$ cat config.mk
export PLATFORM = sky130hd
export DESIGN_NAME = line_rasterizer
export DESIGN_NICKNAME = d
export VERILOG_FILES = /design/src/lr_pkg.sv /design/src/line_rasterizer.sv /design/src/lr_fifo.sv /design/src/lr_front.sv /design/src/lr_back.sv
export SDC_FILE = /design/constraint.sdc
export NUM_CORES = 1
export LEC_CHECK = 0
export BUFFER_PORTS_ARGS = -buffer_cell sky130_fd_sc_hd__buf_2
export CAP_MARGIN = 15
export CELL_PAD_IN_SITES_DETAIL_PLACEMENT = 1
export CELL_PAD_IN_SITES_GLOBAL_PLACEMENT = 1
export CORE_MARGIN = 1.5
export CORE_UTILIZATION = 51
export DETAILED_ROUTE_END_ITERATION = 10
export PLACE_DENSITY_LB_ADDON = 0.1
export SETUP_SLACK_MARGIN = 0.3
export SYNTH_ARGS = -nofsm -noshare
export SYNTH_HDL_FRONTEND = slang
export SYNTH_SLANG_ARGS = --single-unit
$ cat constraint.sdc
create_clock -name clk -period 6.5 [get_ports clk]
set_input_delay 1.3 -clock clk [delete_from_list [all_inputs] [get_ports clk]]
set_output_delay 1.3 -clock clk [all_outputs]
set_load 0.02 [all_outputs]
$ cat src/lr_pkg.sv
package lr_pkg;

	// Coordinate and arithmetic widths
	localparam int COORD_BITS = 10;
	localparam int DELTA_BITS = COORD_BITS + 1;
	localparam int ERR_BITS   = COORD_BITS + 2;

	localparam logic [COORD_BITS-1:0] GRID_RESET = COORD_BITS'(400);

	typedef enum logic {
		CMD_START = 1'b0,
		CMD_STEP  = 1'b1
	} cmd_t;

	typedef enum logic [1:0] {
		PH_WALK   = 2'd0,
		PH_FIRST  = 2'd1,
		PH_SECOND = 2'd2
	} phase_t;

	typedef struct packed {
		logic straight;
		logic minor_down;
		logic major_y;
	} line_mode_t;

	typedef struct packed {
		cmd_t                  command;
		logic [COORD_BITS-1:0] x_start;
		logic [COORD_BITS-1:0] y_start;
		logic [COORD_BITS-1:0] x_end;
		logic [COORD_BITS-1:0] y_end;
	} item_t;

	typedef struct packed {
		logic [COORD_BITS-1:0] pixel_x;
		logic [COORD_BITS-1:0] pixel_y;
		logic                  visible;
		logic                  last;
	} result_t;

	// Everything the stepper needs to begin a line
	typedef struct packed {
		line_mode_t                  mode;
		logic [COORD_BITS-1:0]       major_pos;
		logic [COORD_BITS-1:0]       minor_pos;
		logic [COORD_BITS-1:0]       major_limit;
		logic signed [ERR_BITS-1:0]  error_term;
		logic [DELTA_BITS-1:0]       delta_major;
		logic [DELTA_BITS-1:0]       delta_minor;
		logic [COORD_BITS-1:0]       x_start;
		logic [COORD_BITS-1:0]       y_start;
		logic [COORD_BITS-1:0]       x_end;
		logic [COORD_BITS-1:0]       y_end;
	} line_setup_t;

	typedef struct packed {
		cmd_t        command;
		line_setup_t setup;
	} cmd_entry_t;

	typedef struct packed {
		logic   active;
		phase_t phase;
	} back_status_t;

endpackage

$ cat src/line_rasterizer.sv
// Line rasterizer: push a start word (command 0) with two endpoints, then one step word
// (command 1) per pixel; each step returns one result word with the pixel, a visibility
// flag against grid_size and a last flag on the line's final pixel. Start words and steps
// with no line in progress return nothing. Both sides sustain one word per cycle: the
// classifier is combinational and the stepper takes a word whenever one is queued and the
// result queue has room, so the rate is set only by the two queues staying unblocked. With
// no stalls a result word reaches the result ports once its step word is registered in the
// command queue and handled by the stepper and its pixel is registered in the result queue.
// grid_size may be written only while no words are in flight.
module line_rasterizer import lr_pkg::*; #(
	parameter int CMD_DEPTH    = 2,
	parameter int RESULT_DEPTH = 2
) (
	input  logic                  clk,
	input  logic                  arst_n,
	input  logic                  push,
	input  item_t                 item,
	output logic                  full,
	output logic                  empty,
	input  logic                  pop,
	output result_t               result,
	input  logic                  grid_we,
	input  logic [COORD_BITS-1:0] grid_data
);

	logic [COORD_BITS-1:0] grid_q;
	cmd_entry_t            entry;
	cmd_entry_t            cmd_head;
	logic                  cmd_empty;
	logic                  cmd_pop;
	logic                  res_full;
	logic                  res_push;
	result_t               res_word;
	back_status_t          back_status;

	// Hold the grid size register
	always_ff @(posedge clk or negedge arst_n) begin
		if (!arst_n) begin
			grid_q <= GRID_RESET;
		end else if (grid_we) begin
			grid_q <= grid_data;
		end
	end

	// Classify the incoming word
	lr_front u_front (
		.item  (item),
		.entry (entry)
	);

	// Queue classified words for the stepper
	lr_fifo #(
		.WIDTH ($bits(cmd_entry_t)),
		.DEPTH (CMD_DEPTH)
	) u_cmd_queue (
		.clk     (clk),
		.arst_n  (arst_n),
		.wr_en   (push),
		.wr_data (entry),
		.full    (full),
		.rd_en   (cmd_pop),
		.rd_data (cmd_head),
		.empty   (cmd_empty)
	);

	// Step the active line
	lr_back u_back (
		.clk       (clk),
		.arst_n    (arst_n),
		.grid_size (grid_q),
		.cmd_valid (!cmd_empty),
		.cmd_word  (cmd_head),
		.cmd_pop   (cmd_pop),
		.res_room  (!res_full),
		.res_push  (res_push),
		.res_word  (res_word),
		.status    (back_status)
	);

	// Queue result words for the consumer
	lr_fifo #(
		.WIDTH ($bits(result_t)),
		.DEPTH (RESULT_DEPTH)
	) u_res_queue (
		.clk     (clk),
		.arst_n  (arst_n),
		.wr_en   (res_push),
		.wr_data (res_word),
		.full    (res_full),
		.rd_en   (pop),
		.rd_data (result),
		.empty   (empty)
	);

`ifndef SYNTHESIS
	// A result word only comes from a step word popped off the command queue
	a_push_from_step: assert property (@(posedge clk) disable iff (!arst_n)
		res_push |-> (cmd_pop && cmd_head.command == CMD_STEP))
		else $error("result pushed without a step word");

	// The last pixel of a line ends the line
	a_last_ends_line: assert property (@(posedge clk) disable iff (!arst_n)
		(res_push && res_word.last) |=> !back_status.active)
		else $error("line still active after last pixel");

	// Endpoint phases only occur while a line is active
	a_phase_active: assert property (@(posedge clk) disable iff (!arst_n)
		(back_status.phase != PH_WALK) |-> back_status.active)
		else $error("endpoint phase without active line");

	// The result queue fills only from the stepper
	a_empty_fall: assert property (@(posedge clk) disable iff (!arst_n)
		$fell(empty) |-> $past(res_push))
		else $error("result queue filled without a push");
`endif

endmodule

$ cat src/lr_fifo.sv
module lr_fifo import lr_pkg::*; #(
	parameter int WIDTH = 8,
	parameter int DEPTH = 2
) (
	input  logic             clk,
	input  logic             arst_n,
	input  logic             wr_en,
	input  logic [WIDTH-1:0] wr_data,
	output logic             full,
	input  logic             rd_en,
	output logic [WIDTH-1:0] rd_data,
	output logic             empty
);

	localparam int PTR_BITS = (DEPTH > 1) ? $clog2(DEPTH) : 1;
	localparam int CNT_BITS = $clog2(DEPTH + 1);
	localparam logic [PTR_BITS-1:0] PTR_LAST = PTR_BITS'(DEPTH - 1);
	localparam logic [CNT_BITS-1:0] CNT_FULL = CNT_BITS'(DEPTH);

	logic [WIDTH-1:0]    mem_q [DEPTH];
	logic [PTR_BITS-1:0] wr_ptr_q;
	logic [PTR_BITS-1:0] rd_ptr_q;
	logic [CNT_BITS-1:0] count_q;
	logic                do_wr;
	logic                do_rd;

	assign full    = (count_q == CNT_FULL);
	assign empty   = (count_q == '0);
	assign do_wr   = wr_en && !full;
	assign do_rd   = rd_en && !empty;
	assign rd_data = mem_q[rd_ptr_q];

	// Advance pointers and word count
	always_ff @(posedge clk or negedge arst_n) begin
		if (!arst_n) begin
			wr_ptr_q <= '0;
			rd_ptr_q <= '0;
			count_q  <= '0;
		end else begin
			if (do_wr) begin
				wr_ptr_q <= (wr_ptr_q == PTR_LAST) ? '0 : wr_ptr_q + 1'b1;
			end
			if (do_rd) begin
				rd_ptr_q <= (rd_ptr_q == PTR_LAST) ? '0 : rd_ptr_q + 1'b1;
			end
			if (do_wr && !do_rd) begin
				count_q <= count_q + 1'b1;
			end else if (do_rd && !do_wr) begin
				count_q <= count_q - 1'b1;
			end
		end
	end

	// Store the incoming word
	always_ff @(posedge clk) begin
		if (do_wr) begin
			mem_q[wr_ptr_q] <= wr_data;
		end
	end

endmodule

$ cat src/lr_front.sv
module lr_front import lr_pkg::*; (
	input  item_t      item,
	output cmd_entry_t entry
);

	logic [DELTA_BITS-1:0] dx;
	logic [DELTA_BITS-1:0] dy;
	logic [DELTA_BITS-1:0] adx;
	logic [DELTA_BITS-1:0] ady;
	logic                  dx_zero;
	logic                  dy_zero;
	logic                  x_major;
	line_setup_t           setup;

	// Signed deltas and their magnitudes
	assign dx      = {1'b0, item.x_end} - {1'b0, item.x_start};
	assign dy      = {1'b0, item.y_end} - {1'b0, item.y_start};
	assign adx     = dx[DELTA_BITS-1] ? (~dx + 1'b1) : dx;
	assign ady     = dy[DELTA_BITS-1] ? (~dy + 1'b1) : dy;
	assign dx_zero = (dx == '0);
	assign dy_zero = (dy == '0);
	assign x_major = (adx >= ady);

	// Classify the line and pick the starting point of the walk
	always_comb begin
		setup             = '0;
		setup.x_start     = item.x_start;
		setup.y_start     = item.y_start;
		setup.x_end       = item.x_end;
		setup.y_end       = item.y_end;
		if (dx_zero || dy_zero) begin
			setup.mode.straight = 1'b1;
			if (dx_zero) begin
				setup.mode.major_y = 1'b1;
				setup.minor_pos    = item.x_start;
				if (item.y_start < item.y_end) begin
					setup.major_pos   = item.y_start;
					setup.major_limit = item.y_end;
				end else begin
					setup.major_pos   = item.y_end;
					setup.major_limit = item.y_start;
				end
			end else begin
				setup.minor_pos = item.y_start;
				if (item.x_start < item.x_end) begin
					setup.major_pos   = item.x_start;
					setup.major_limit = item.x_end;
				end else begin
					setup.major_pos   = item.x_end;
					setup.major_limit = item.x_start;
				end
			end
		end else begin
			setup.mode.minor_down = (dx[DELTA_BITS-1] != dy[DELTA_BITS-1]);
			if (x_major) begin
				setup.delta_major = adx;
				setup.delta_minor = ady;
				if (item.x_start <= item.x_end) begin
					setup.major_pos   = item.x_start;
					setup.major_limit = item.x_end;
					setup.minor_pos   = item.y_start;
				end else begin
					setup.major_pos   = item.x_end;
					setup.major_limit = item.x_start;
					setup.minor_pos   = item.y_end;
				end
			end else begin
				setup.mode.major_y = 1'b1;
				setup.delta_major  = ady;
				setup.delta_minor  = adx;
				if (item.y_start <= item.y_end) begin
					setup.major_pos   = item.y_start;
					setup.major_limit = item.y_end;
					setup.minor_pos   = item.x_start;
				end else begin
					setup.major_pos   = item.y_end;
					setup.major_limit = item.y_start;
					setup.minor_pos   = item.x_end;
				end
			end
			setup.error_term = {1'b0, setup.delta_minor} - {1'b0, setup.delta_major};
		end
	end

	assign entry.command = item.command;
	assign entry.setup   = setup;

endmodule

$ cat src/lr_back.sv
module lr_back import lr_pkg::*; (
	input  logic                  clk,
	input  logic                  arst_n,
	input  logic [COORD_BITS-1:0] grid_size,
	input  logic                  cmd_valid,
	input  cmd_entry_t            cmd_word,
	output logic                  cmd_pop,
	input  logic                  res_room,
	output logic                  res_push,
	output result_t               res_word,
	output back_status_t          status
);

	logic        active_q;
	logic        active_d;
	phase_t      phase_q;
	phase_t      phase_d;
	line_setup_t line_q;
	line_setup_t line_d;

	logic                       go;
	logic                       err_ge;
	logic                       fin;
	logic [COORD_BITS-1:0]      walk_x;
	logic [COORD_BITS-1:0]      walk_y;
	logic [COORD_BITS-1:0]      major_inc;
	logic [COORD_BITS-1:0]      pix_x;
	logic [COORD_BITS-1:0]      pix_y;
	logic                       pix_last;
	logic signed [ERR_BITS-1:0] err_sub;

	assign go        = cmd_valid && res_room;
	assign cmd_pop   = go;
	assign walk_x    = line_q.mode.major_y ? line_q.minor_pos : line_q.major_pos;
	assign walk_y    = line_q.mode.major_y ? line_q.major_pos : line_q.minor_pos;
	assign major_inc = line_q.major_pos + 1'b1;
	assign fin       = (line_q.major_pos == line_q.major_limit);
	assign err_ge    = !line_q.error_term[ERR_BITS-1];
	assign err_sub   = err_ge ? line_q.error_term - {1'b0, line_q.delta_major}
	                          : line_q.error_term;

	// Execute one command word and choose the pixel to emit
	always_comb begin
		active_d = active_q;
		phase_d  = phase_q;
		line_d   = line_q;
		res_push = 1'b0;
		pix_x    = walk_x;
		pix_y    = walk_y;
		pix_last = 1'b0;
		if (go) begin
			if (cmd_word.command == CMD_START) begin
				line_d   = cmd_word.setup;
				active_d = 1'b1;
				phase_d  = PH_WALK;
			end else if (active_q) begin
				res_push = 1'b1;
				case (phase_q)
					PH_WALK: begin
						if (line_q.mode.straight) begin
							pix_last = fin;
							if (fin) begin
								active_d = 1'b0;
							end else begin
								line_d.major_pos = major_inc;
							end
						end else begin
							if (err_ge) begin
								line_d.minor_pos = line_q.mode.minor_down
									? line_q.minor_pos - 1'b1
									: line_q.minor_pos + 1'b1;
							end
							line_d.error_term = err_sub + {1'b0, line_q.delta_minor};
							line_d.major_pos  = major_inc;
							if (major_inc == line_q.major_limit) begin
								phase_d = PH_FIRST;
							end
						end
					end
					PH_FIRST: begin
						pix_x   = line_q.x_start;
						pix_y   = line_q.y_start;
						phase_d = PH_SECOND;
					end
					default: begin
						pix_x    = line_q.x_end;
						pix_y    = line_q.y_end;
						pix_last = 1'b1;
						active_d = 1'b0;
						phase_d  = PH_WALK;
					end
				endcase
			end
		end
	end

	// Tag the pixel against the grid
	always_comb begin
		res_word.pixel_x = pix_x;
		res_word.pixel_y = pix_y;
		res_word.visible = (pix_x != '0) && (pix_y != '0) &&
		                   (pix_x < grid_size) && (pix_y < grid_size);
		res_word.last    = pix_last;
	end

	// Hold line control state
	always_ff @(posedge clk or negedge arst_n) begin
		if (!arst_n) begin
			active_q <= 1'b0;
			phase_q  <= PH_WALK;
		end else begin
			active_q <= active_d;
			phase_q  <= phase_d;
		end
	end

	// Hold walk position, error term and endpoints
	always_ff @(posedge clk) begin
		line_q <= line_d;
	end

	assign status.active = active_q;
	assign status.phase  = phase_q;

endmodule

### Yosys cells after proc, flatten, opt, wreduce, memory -nomap -nowiden

Memories as Yosys holds them, arrays and structs flattened.
Index checks and enable logic that the tools add are counted.

| operators by class | value |
|---|---|
| shifts and indexed selects | 0 |
| order comparisons | 7 |
| muxes and demuxes | 71 |
| add/subtract/negate cells | 18 |
| div/mod/pow operators | 0 |
| multipliers | 0 |
| reductions and logical operators | 35 |
| eq/ne operators | 13 |
| bitwise gates (word level) | 3 |

Operators by type and width:

| kind | count |
|---|---|
| $mux W10 | 17 |
| $mux W30 | 4 |
| $mux W12 | 5 |
| $mux W20 | 3 |
| $mux W22 | 2 |
| $lt A10 B10 Y1 | 4 |
| $pmux W10 S2 | 2 |
| $mux W34 | 1 |
| $mux W31 | 1 |
| $mux W1 | 23 |
| $add A11 B1 Y11 const B | 2 |
| $logic_not A11 Y1 | 2 |
| $mux W11 | 2 |
| $not A11 Y11 | 2 |
| $sub A10 B10 Y11 | 2 |
| $add A10 B1 Y10 const B | 2 |
| $eq A10 B10 Y1 | 2 |
| $le A10 B10 Y1 | 2 |
| $reduce_bool A10 Y1 | 2 |
| $mux W2 | 8 |
| $add A12 B11 Y12 | 1 |
| $logic_and A1 B1 Y1 | 12 |
| $reduce_and A4 Y1 | 3 |
| $sub A11 B11 Y12 | 1 |
| 20 further kinds | 42 |

| storage, ports and cells | value |
|---|---|
| flip-flop bits (word level) | 128 |
| output and inout bits | 24 |
| logic and storage cells | 171 |
| latch bits | 0 |
| memories | 2 |
| bits of input ports | 56 |
| bits in read-only memories | 0 |
| RAM bits | 260 |

Memory list:

| memory | words | width | rd ports | clocked after memory_dff | write ports | line | RTL |
|---|---|---|---|---|---|---|---|
| u_cmd_queue.mem_q | 2 | 108 | 1 | 0 | 1 | lr_fifo.sv:20 | `logic [WIDTH-1:0] mem_q [DEPTH];` |
| u_res_queue.mem_q | 2 | 22 | 1 | 0 | 1 | lr_fifo.sv:20 |  |

### Longest topological paths before layout

Gate-level depths: netlist (run 1).

| logic depth | value |
|---|---|
| depth in word-level cells | 9 |
| gate-level depth with buffers | 30 |
| gate-level depth less buffers | 25 |

### Cells and area by module

A second synthesis (run 1) with hierarchy kept.

| second synthesis, totals | value |
|---|---|
| cell total of the unflattened synthesis | 1881 |
| area total of the unflattened synthesis | 22163.8 um2 |

Modules (own cells, without submodules):

| module | seq. area each (um2) | instances | area each (um2) | cells an instance |
|---|---|---|---|---|
| lr_fifo (u_cmd_queue) | 6586.3 | 1 | 8015.2 | 355 |
| lr_back | 3288.2 | 1 | 6885.4 | 626 |
| lr_front | 0.0 | 1 | 5052.3 | 790 |
| lr_fifo (u_res_queue) | 1421.4 | 1 | 1788.0 | 87 |
| line_rasterizer | 254.0 | 1 | 422.9 | 23 |

### Least setup slack after synthesis (run 1)

No wires, ideal clock.

| timing | value |
|---|---|
| path type | input -> register |
| from | in item[0] (netlist bit) |
| to | mem u_cmd_queue.mem_q[0][70] (netlist bit), data pin |
| cell stages on the path | 30 |
| arrival time | 6.952 ns |
| library setup time | 0.271 ns |
| setup slack | -0.723 ns |
| path buffers | 5 |
| required time | 6.229 ns |
| path through | inv_1 > ha_1 > fa_1 > nand2b_1 > a21oi_1 > a221oi_2 > o21a_1 > clkbuf_1 > nand2_1 > xnor2_1 > ha_1 > nand2_1 > o21bai_1 > a31o_2 > a21oi_1 > o41a_1 > o21ai_0 > o41ai_1 > or2_4 > buf_6 > buf_2 > buf_2 > buf_1 > a21oi_1 > ha_1 > and3b_1 > o2bb2ai_1 > o311a_1 > nor3_1 > nor3b_2 |

RTL lines:

| element | line | RTL |
|---|---|---|
| from (decl) | line_rasterizer.sv:17 | `input item_t item,` |
| to (decl) | lr_fifo.sv:20 |  |

==> metrics.yaml, run 1 <==
logic_synthesis:
  synth_edf_count: 367
  synth_compound_area_share_pct: 12.79
  async_flop_share_pct: 5.412
  syn_nets: 1979
  netlist_area_sq_mm: 0.02122
  synthAdderAreaFrac_pct: 5.484
  syn_avg_cell_area_sq_um: 11.58
  muxShareOfSynthArea_pct: 10.28
  synth_ff_type: "edfxtp_1"
  synth_xor_xnor_area_share_pct: 3.668
  ys_seq_area_share_pct: 54.43
  yosysWarningCount: 0
  ys_ff_latch: 388
  synth_top_family_by_area: "compound AO/OA/AOI/OAI gates"
  synth-simple-area-share_pct: 10.19
  synth_cell_types: 87
  synthCells: 1833
finish:
  fin_nets: 2123
  final_cell_mix: "367 x edfxtp_1, 159 x nand2_1, 143 x nor2_1, 128 x a21oi_1, 119 x mux2_2"
  instances_no_fill: 2538
  mostFrequentLayoutCell: "edfxtp_1"
  drive_gt1_share_pct: 22.98
  antenna_cells: 0
  area_growth_pct: 15.94
  fin_area_sq_mm: 0.02460
global_route:
  gr-total-overflow: 0
  grt_use_met2_pct: 50.44
  grt.busiest_layer: "met2"
  gr-usage-all-layers_pct: 30.50
  first_global_vias: 16350
  grt_pass1_wl_mm: 97.98
  grtUsageMet1_pct: 42.68
  antenna_found_initial: 1
  grt_use_met3_pct: 3.281
  grt_max_degree: 109
flow_run:
  cap_violations: 0
hold_path:
  hold_depth: 1
  hold_end: "u_cmd_queue.count_q[1]"
  worst_hold_path_type: "reg2reg"
  min_from: "u_cmd_queue.count_q[1]"
cts:
  cts_hold_buf: 0
  clk_pin_slew_ps: 60
  cts_made_buffers: 40
  clock-root-buffer: "clkbuf_16"
  clock_sinks: 388
  cts_tree: "built"
  htreeDepth: 2
  cts.path.max_buffers: 3
  clk-insertion-delay-late_ps: 560
route:
  vias_per_cell: 6.151
  drc: 0
  drt_pre_antenna_iters: 6
  wl_per_cell_microns: 25.27
  ant_nets: 0
  drt_iter0_drc: 1271
  vias: 15610
  routed_wl_mm: 64.13
sta:
  rsz0062_at_grt: "no"
  fin_crit_ps: 6067
  slew_viol_final: 0
  worst_slew_pin_slew_ps: 1087
  finClkSkew_ps: 12.08
  setup_viol: 0
  final_hold_viol_count: 0
  max_freq_mhz: 164.8
  maxSlewHeadroom_pct: 27.28
  fin_crit_sh_pct: 93.34
setup_path:
  cp_data_arrival_time_ps: 6360
  cp-end-kind: "register"
  rr_worst_depth: 16
  start_kind: "primary input"
  cp_max_fo: 5
  r2r_slack_ps: 1980
  reg2reg_from: "u_res_queue.count_q[0]"
  worst_r2r_endpoint: "u_res_queue.mem_q[0][1]"
  worstPathRequired_ps: 6790
  criticalPathCategory: "in2reg"
place:
  hpwl_mm: 46.61
  dpl_cell_area_sq_mm: 0.02317
  gp_congestion: 0.9212
  place_inst: 2459
  portBuffers: 79
floorplan:
  placementRows: 74
  coreArea_sq_mm: 0.04092
  initial_core_util_pct: 51.85
  die_area_sq_mm: 0.04284
  fp.dieH_microns: 207.0
  ios: 80
  die_w_microns: 207.0
pwr:
  leakagePower_uw: 0.009318
  peakVddDrop_mv: 0.2745
  p_per_area_mw_per_mm2: 558.3
outcome:
  status: "complete, no violations"
[synth_stat cells (3+ instances only)]
master     number  share of area, %
nor3_1         23              0.54
a221o_1        18              0.85
nand4_1         9              0.27
nand3_1        14              0.33
xnor2_1        55               2.3
dfrtp_1        18               2.1
mux2_2        119               6.3
nor4_1          9              0.27
clkbuf_1       63               1.1
mux2i_1        84               4.0
buf_1          16              0.28
a221oi_1        3              0.12
buf_2           4             0.094
nor2b_1        13              0.38
o21bai_1       10              0.35
a21oi_1       133               3.1
and2_1         10              0.29
nand2_1       161               2.8
o21ai_0       118               2.8
a31oi_1         3             0.088
o2111ai_1       4              0.17
nand2b_1       14              0.41
or2_2           6              0.18
o221ai_1       10              0.41
nor3b_1         3              0.11
and3_1         30              0.88
o31ai_1         7              0.25
fa_1            5              0.47
a211oi_1       41               1.5
a21o_1         11              0.39
edfxtp_1      367                52
inv_1          91               1.6
o21a_1         11              0.39
xor2_1         32               1.3
o21ai_1        12              0.28
ha_1           85               5.0
nor2_1        150               2.7
a21boi_0        3              0.11
dfstp_2         3              0.37
a22o_1          3              0.12
or3_1           4              0.12
[flip-flops by register name, indices dropped and copies added, names as in the netlist]
register and flops:
u_cmd_queue.wr_ptr_q 1, u_back.active_q 1, u_res_queue.count_q 2, u_res_queue.wr_ptr_q 1, u_res_queue.rd_ptr_q 1, grid_q 10
u_cmd_queue.rd_ptr_q 1, u_back.phase_q 2, u_cmd_queue.mem_q 216, u_res_queue.mem_q 44, u_back.line_q 107, u_cmd_queue.count_q 2
[critical path, cell delays in order]
cell and delay [ps]:
buf_2 170, inv_12 40, ha_4 160, fa_2 390, nand2b_4 180, a21oi_4 220, xnor2_1 220, o2111a_1 270
nor2_1 80, xnor2_2 200, inv_1 100, ha_1 300, buf_4 160, o21ai_0 220, a21oi_2 50, o41a_1 430
buf_4 160, a311oi_2 420, a21oi_2 50, ha_2 180, and3b_2 280, o2bb2ai_4 90, o311a_1 340, nor3_2 240
nor3b_2 90
[report_power, final]
group          leakage [uW]  internal, uW  switching, uW
Clock              0.000625          1300            964
Combinational       0.00503          2630           4080
Sequential          0.00366          4270            491
Total               0.00932          8200           5540
[per-stage QoR]
step | hold slack, ps | setup slack (ps) | util, % | power, uW | setup TNS (ps)
global route | 534.7 | 217.3 | 60.11 | 14520 | 0
floorplan | 455.9 | 24.63 | - | 9116 | 0
finish | 496.0 | 432.8 | 60.11 | 13730 | 0
global placement | 474.3 | -137.5 | 56.61 | 10840 | -529.3
CTS | 498.4 | 352.9 | 59.73 | 13640 | 0
detailed placement | 487.9 | -292.8 | 56.61 | 11310 | -3050
[layout make-up]
class / count / area [sq um]
multi-input combinational: 1270 / 9489
clock inverter: 23 / 239.0
sequential: 388 / 11550
inverter: 91 / 366.6
fill: 4239 / 16320
tap: 532 / 665.6
clock buffer: 48 / 1031
timing repair buffer: 186 / 1255
[layer usage]
layer	vias to the layer above	share of wire, %
met4	0	2.6
met1	7916	44
met2	509	48
met5	-	0
li1	7091	-
met3	96	5.2
[cell families after synthesis]
| family | count (synthesis) |
|---|---|
| muxes | 203 |
| adders and majority gates | 90 |
| DFF | 388 |
| buffers and inverters | 175 |
| AOI/OAI and AO/OA | 422 |
| and+or+nand+nor | 467 |
| xor gates and xnor gates | 88 |
[what timing repair did]
action | CTS | global route
setup endpoints to repair | 2 | 82
pin swaps | 0 | 7
resized for setup | 1 | 17
setup buffers | 0 | 6
[how the worst max path moves through the flow]
stage	start	end	depth (start not counted)
global route	item[0]	u_cmd_queue.mem_q[0][70]	25
floorplan	item[0]	u_cmd_queue.mem_q[0][70]	30
detailed placement	item[21]	u_cmd_queue.mem_q[1][71]	23
finish	item[0]	u_cmd_queue.mem_q[0][70]	25
global placement	item[0]	u_cmd_queue.mem_q[0][71]	24
CTS	item[21]	u_cmd_queue.mem_q[1][72]	25
Note: power is estimated with default switching activity, not from simulation.
==> inputs of run 2 (changes only) <==
--- a/config.mk
+++ b/config.mk
@@ -13,6 +13,7 @@
 export CORE_UTILIZATION = 51
 export DETAILED_ROUTE_END_ITERATION = 10
 export PLACE_DENSITY_LB_ADDON = 0.1
+export REMOVE_ABC_BUFFERS = 1
 export SETUP_SLACK_MARGIN = 0.3
 export SYNTH_ARGS = -nofsm -noshare
 export SYNTH_HDL_FRONTEND = slang
==> run 2 against run 1 <==
Combinational power hardly changed. Clock power about the same. Die area unchanged. Critical endpoint is now u_cmd_queue.mem_q[1][44]. Largest power group unchanged. Highest routed layer unchanged.
==> metrics.yaml, run 2 (synthesis gave the netlist of run 1 again) <==
finish:
  multi_input_area_sq_mm: 0.009198  # was 0.009489 sq mm
  n_fill_cell: 4255  # was 4239
  instances_no_fill: 2585  # was 2538
  area_growth_pct: 16.07  # was 15.94%
  top_register: "u_cmd_queue.mem_q"  # unchanged
  drive_gt1_share_pct: 23.06  # was 22.98%
  final_cell_mix: "367 x edfxtp_1, 161 x nand2_1, 145 x buf_4, 144 x nor2_1, 127 x a21oi_1"  # was 367 x edfxtp_1, 159 x nand2_1, 143 x nor2_1, 128 x a21oi_1, 119 x mux2_2
  mostFrequentLayoutCell: "edfxtp_1"  # unchanged
  fin_area_sq_mm: 0.02463  # was 0.02460 sq mm
  fin_nets: 2167  # was 2123
  regArea_sq_mm: 0.01155  # unchanged
  largest_registers: "u_cmd_queue.mem_q (216), u_back.line_q (107), u_res_queue.mem_q (44)"  # unchanged
  largest_register_ffs: 216  # unchanged
setup_path:
  cp_max_fo: 22  # was 5
  start_kind: "primary input"  # unchanged
  cp-end-kind: "register"  # unchanged
  rr_worst_depth: 16  # unchanged
  cp_data_arrival_time_ps: 6210  # was 6360 ps
  criticalPathCategory: "in2reg"  # unchanged
  reg2reg_from: "u_res_queue.count_q[0]"  # unchanged
  worstPathRequired_ps: 6750  # was 6790 ps
  r2r_slack_ps: 1710  # was 1980 ps
  worst_r2r_endpoint: "u_res_queue.mem_q[1][1]"  # was u_res_queue.mem_q[0][1]
floorplan:
  die_area_sq_mm: 0.04284  # unchanged
  ios: 80  # unchanged
  coreArea_sq_mm: 0.04092  # unchanged
  fp.dieH_microns: 207.0  # unchanged
  die_w_microns: 207.0  # unchanged
  placementRows: 74  # unchanged
  initial_core_util_pct: 51.85  # unchanged
sta:
  finClkSkew_ps: 19.12  # was 12.08 ps
  layout_setup_ws_ps: 540.6  # was 432.8 ps
  fin_crit_ps: 5959  # was 6067 ps
  final_hold_viol_count: 0  # unchanged
  rsz0062_at_grt: "no"  # unchanged
  maxSlewHeadroom_pct: 28.57  # was 27.28%
  slew_viol_final: 0  # unchanged
  fin_crit_sh_pct: 91.68  # was 93.34%
  max_freq_mhz: 167.8  # was 164.8 MHz
  worst_slew_pin_slew_ps: 1071  # was 1087 ps
  setup_viol: 0  # unchanged
cts:
  cts_made_buffers: 41  # was 40
  cts.path.max_buffers: 3  # unchanged
  htreeDepth: 2  # unchanged
  clk_pin_slew_ps: 60  # about the same
  cts_tree: "built"  # unchanged
  clock_sinks: 388  # unchanged
  clk-insertion-delay-late_ps: 560  # about the same
  cts_hold_buf: 0  # unchanged
  clock-root-buffer: "clkbuf_16"  # unchanged
route:
  routed_wl_mm: 63.61  # was 64.13 mm
  drc: 0  # unchanged
  wl_per_cell_microns: 24.61  # was 25.27 microns
  drt_pre_antenna_iters: 5  # was 6
  vias_per_cell: 6.008  # was 6.151
  vias: 15530  # was 15.61k
  drt_iter0_drc: 1098  # was 1271
  ant_nets: 0  # unchanged
place:
  portBuffers: 79  # unchanged
  gp_congestion: 0.9223  # was 0.9212
  place_ws_ps: -244.9  # was -292.8 ps
  dpl_cell_area_sq_mm: 0.02313  # was 0.02317 sq mm
  place_inst: 2505  # was 2459
  hpwl_mm: 45.65  # was 46.61 mm
global_route:
  gr-usage-all-layers_pct: 29.98  # was 30.50%
  grt_max_degree: 66  # was 109
  antenna_found_initial: 2  # was 1
  gr-total-overflow: 0  # unchanged
  grt_pass1_wl_mm: 95.97  # was 97.98 mm
  first_global_vias: 16160  # was 16.35k
pwr:
  p_per_area_mw_per_mm2: 559.2  # was 558.3 mW/mm^2
  peakVddDrop_mv: 0.2542  # was 0.2745 mV
  leakagePower_uw: 0.009483  # was 0.009318 uW
hold_path:
  hold_end: "u_cmd_queue.count_q[1]"  # unchanged
  worst_hold_path_type: "reg2reg"  # unchanged
  hold_depth: 1  # unchanged
  min_from: "u_cmd_queue.count_q[1]"  # unchanged
flow_run:
  cap_violations: 0  # unchanged
outcome:
  status: "complete, no violations"  # unchanged
run 2: cell types whose count changed in the layout (fill, tap and decap cells not counted), sizes merged:
| cell | change |
|---|---|
| buf | +43 |
| clkbuf | +6 |
| bufinv | -2 |
| clkinv | -2 |
| diode | +2 |
| clkinvlp | +1 |
| inv | -1 |
run 2: repair_timing:
action | CTS | global route
buffers inserted | 0 | 3
gates resized for setup | 0 | 31
endpoints found under the setup margin | 0 | 79
run 2: final cells by class:
class / instances / share of cell area (%)
Sequential cell: 388 / 46.91
Multi-Input combinational cell: 1270 / 37.35
Timing Repair Buffer: 229 / 6.442
Clock buffer: 54 / 4.577
Tap cell: 532 / 2.703
Inverter: 91 / 1.387
Clock inverter: 19 / 0.6147
Antenna cell: 2 / 0.02032
run 2: worst max-delay path: stages:
cell and delay [ps]:
buf_2 90, inv_1 60, ha_1 220, fa_1 440, nand2b_1 220, a21oi_2 210, xor2_1 270, buf_4 170
nor3_1 40, nor2_1 160, xnor2_2 130, ha_1 350, o21ai_0 100, a31o_2 230, a21oi_1 120, o41a_1 210
o21ai_0 130, o41ai_2 280, or2_4 200, buf_4 170, buf_4 160, buf_4 250, nor2_1 80, a211oi_1 590
run 2: layer usage:
metal | global-route usage (%) | part of all wire, % | vias to the layer above
met5 | 0 | 0 | -
met4 | 7.580 | 2.2 | 0
met3 | 3.328 | 4.6 | 78
met2 | 50.74 | 49 | 370
met1 | 41.24 | 44 | 7900
li1 | - | - | 7183
run 2: worst max-delay path by stage:
stage,cells past startpoint,from,end
floorplan,23,item[0],u_cmd_queue.mem_q[0][73]
global placement,25,item[10],u_cmd_queue.mem_q[0][70]
detailed placement,25,item[10],u_cmd_queue.mem_q[1][70]
CTS,25,item[10],u_cmd_queue.mem_q[0][70]
global route,26,item[0],u_cmd_queue.mem_q[0][70]
finish,24,item[10],u_cmd_queue.mem_q[1][44]
run 2: stage by stage:
step,utilization (%),total power (uW),setup TNS [ps],hold WS (ps)
6_report,60.18,13770,0,494.5
5_1_grt,60.17,14580,0,532.9
4_1_cts,59.65,13660,0,498.1
3_5_place_dp,56.53,11300,-5696,478.1
3_3_place_gp,56.48,10900,-88.46,475.0
2_1_floorplan,-,8986,-115620,455.9
run 2: power breakdown:
part / internal [uW] / switching (uW)
registers: 4270 / 530
logic: 2700 / 4030
clock network: 1300 / 949
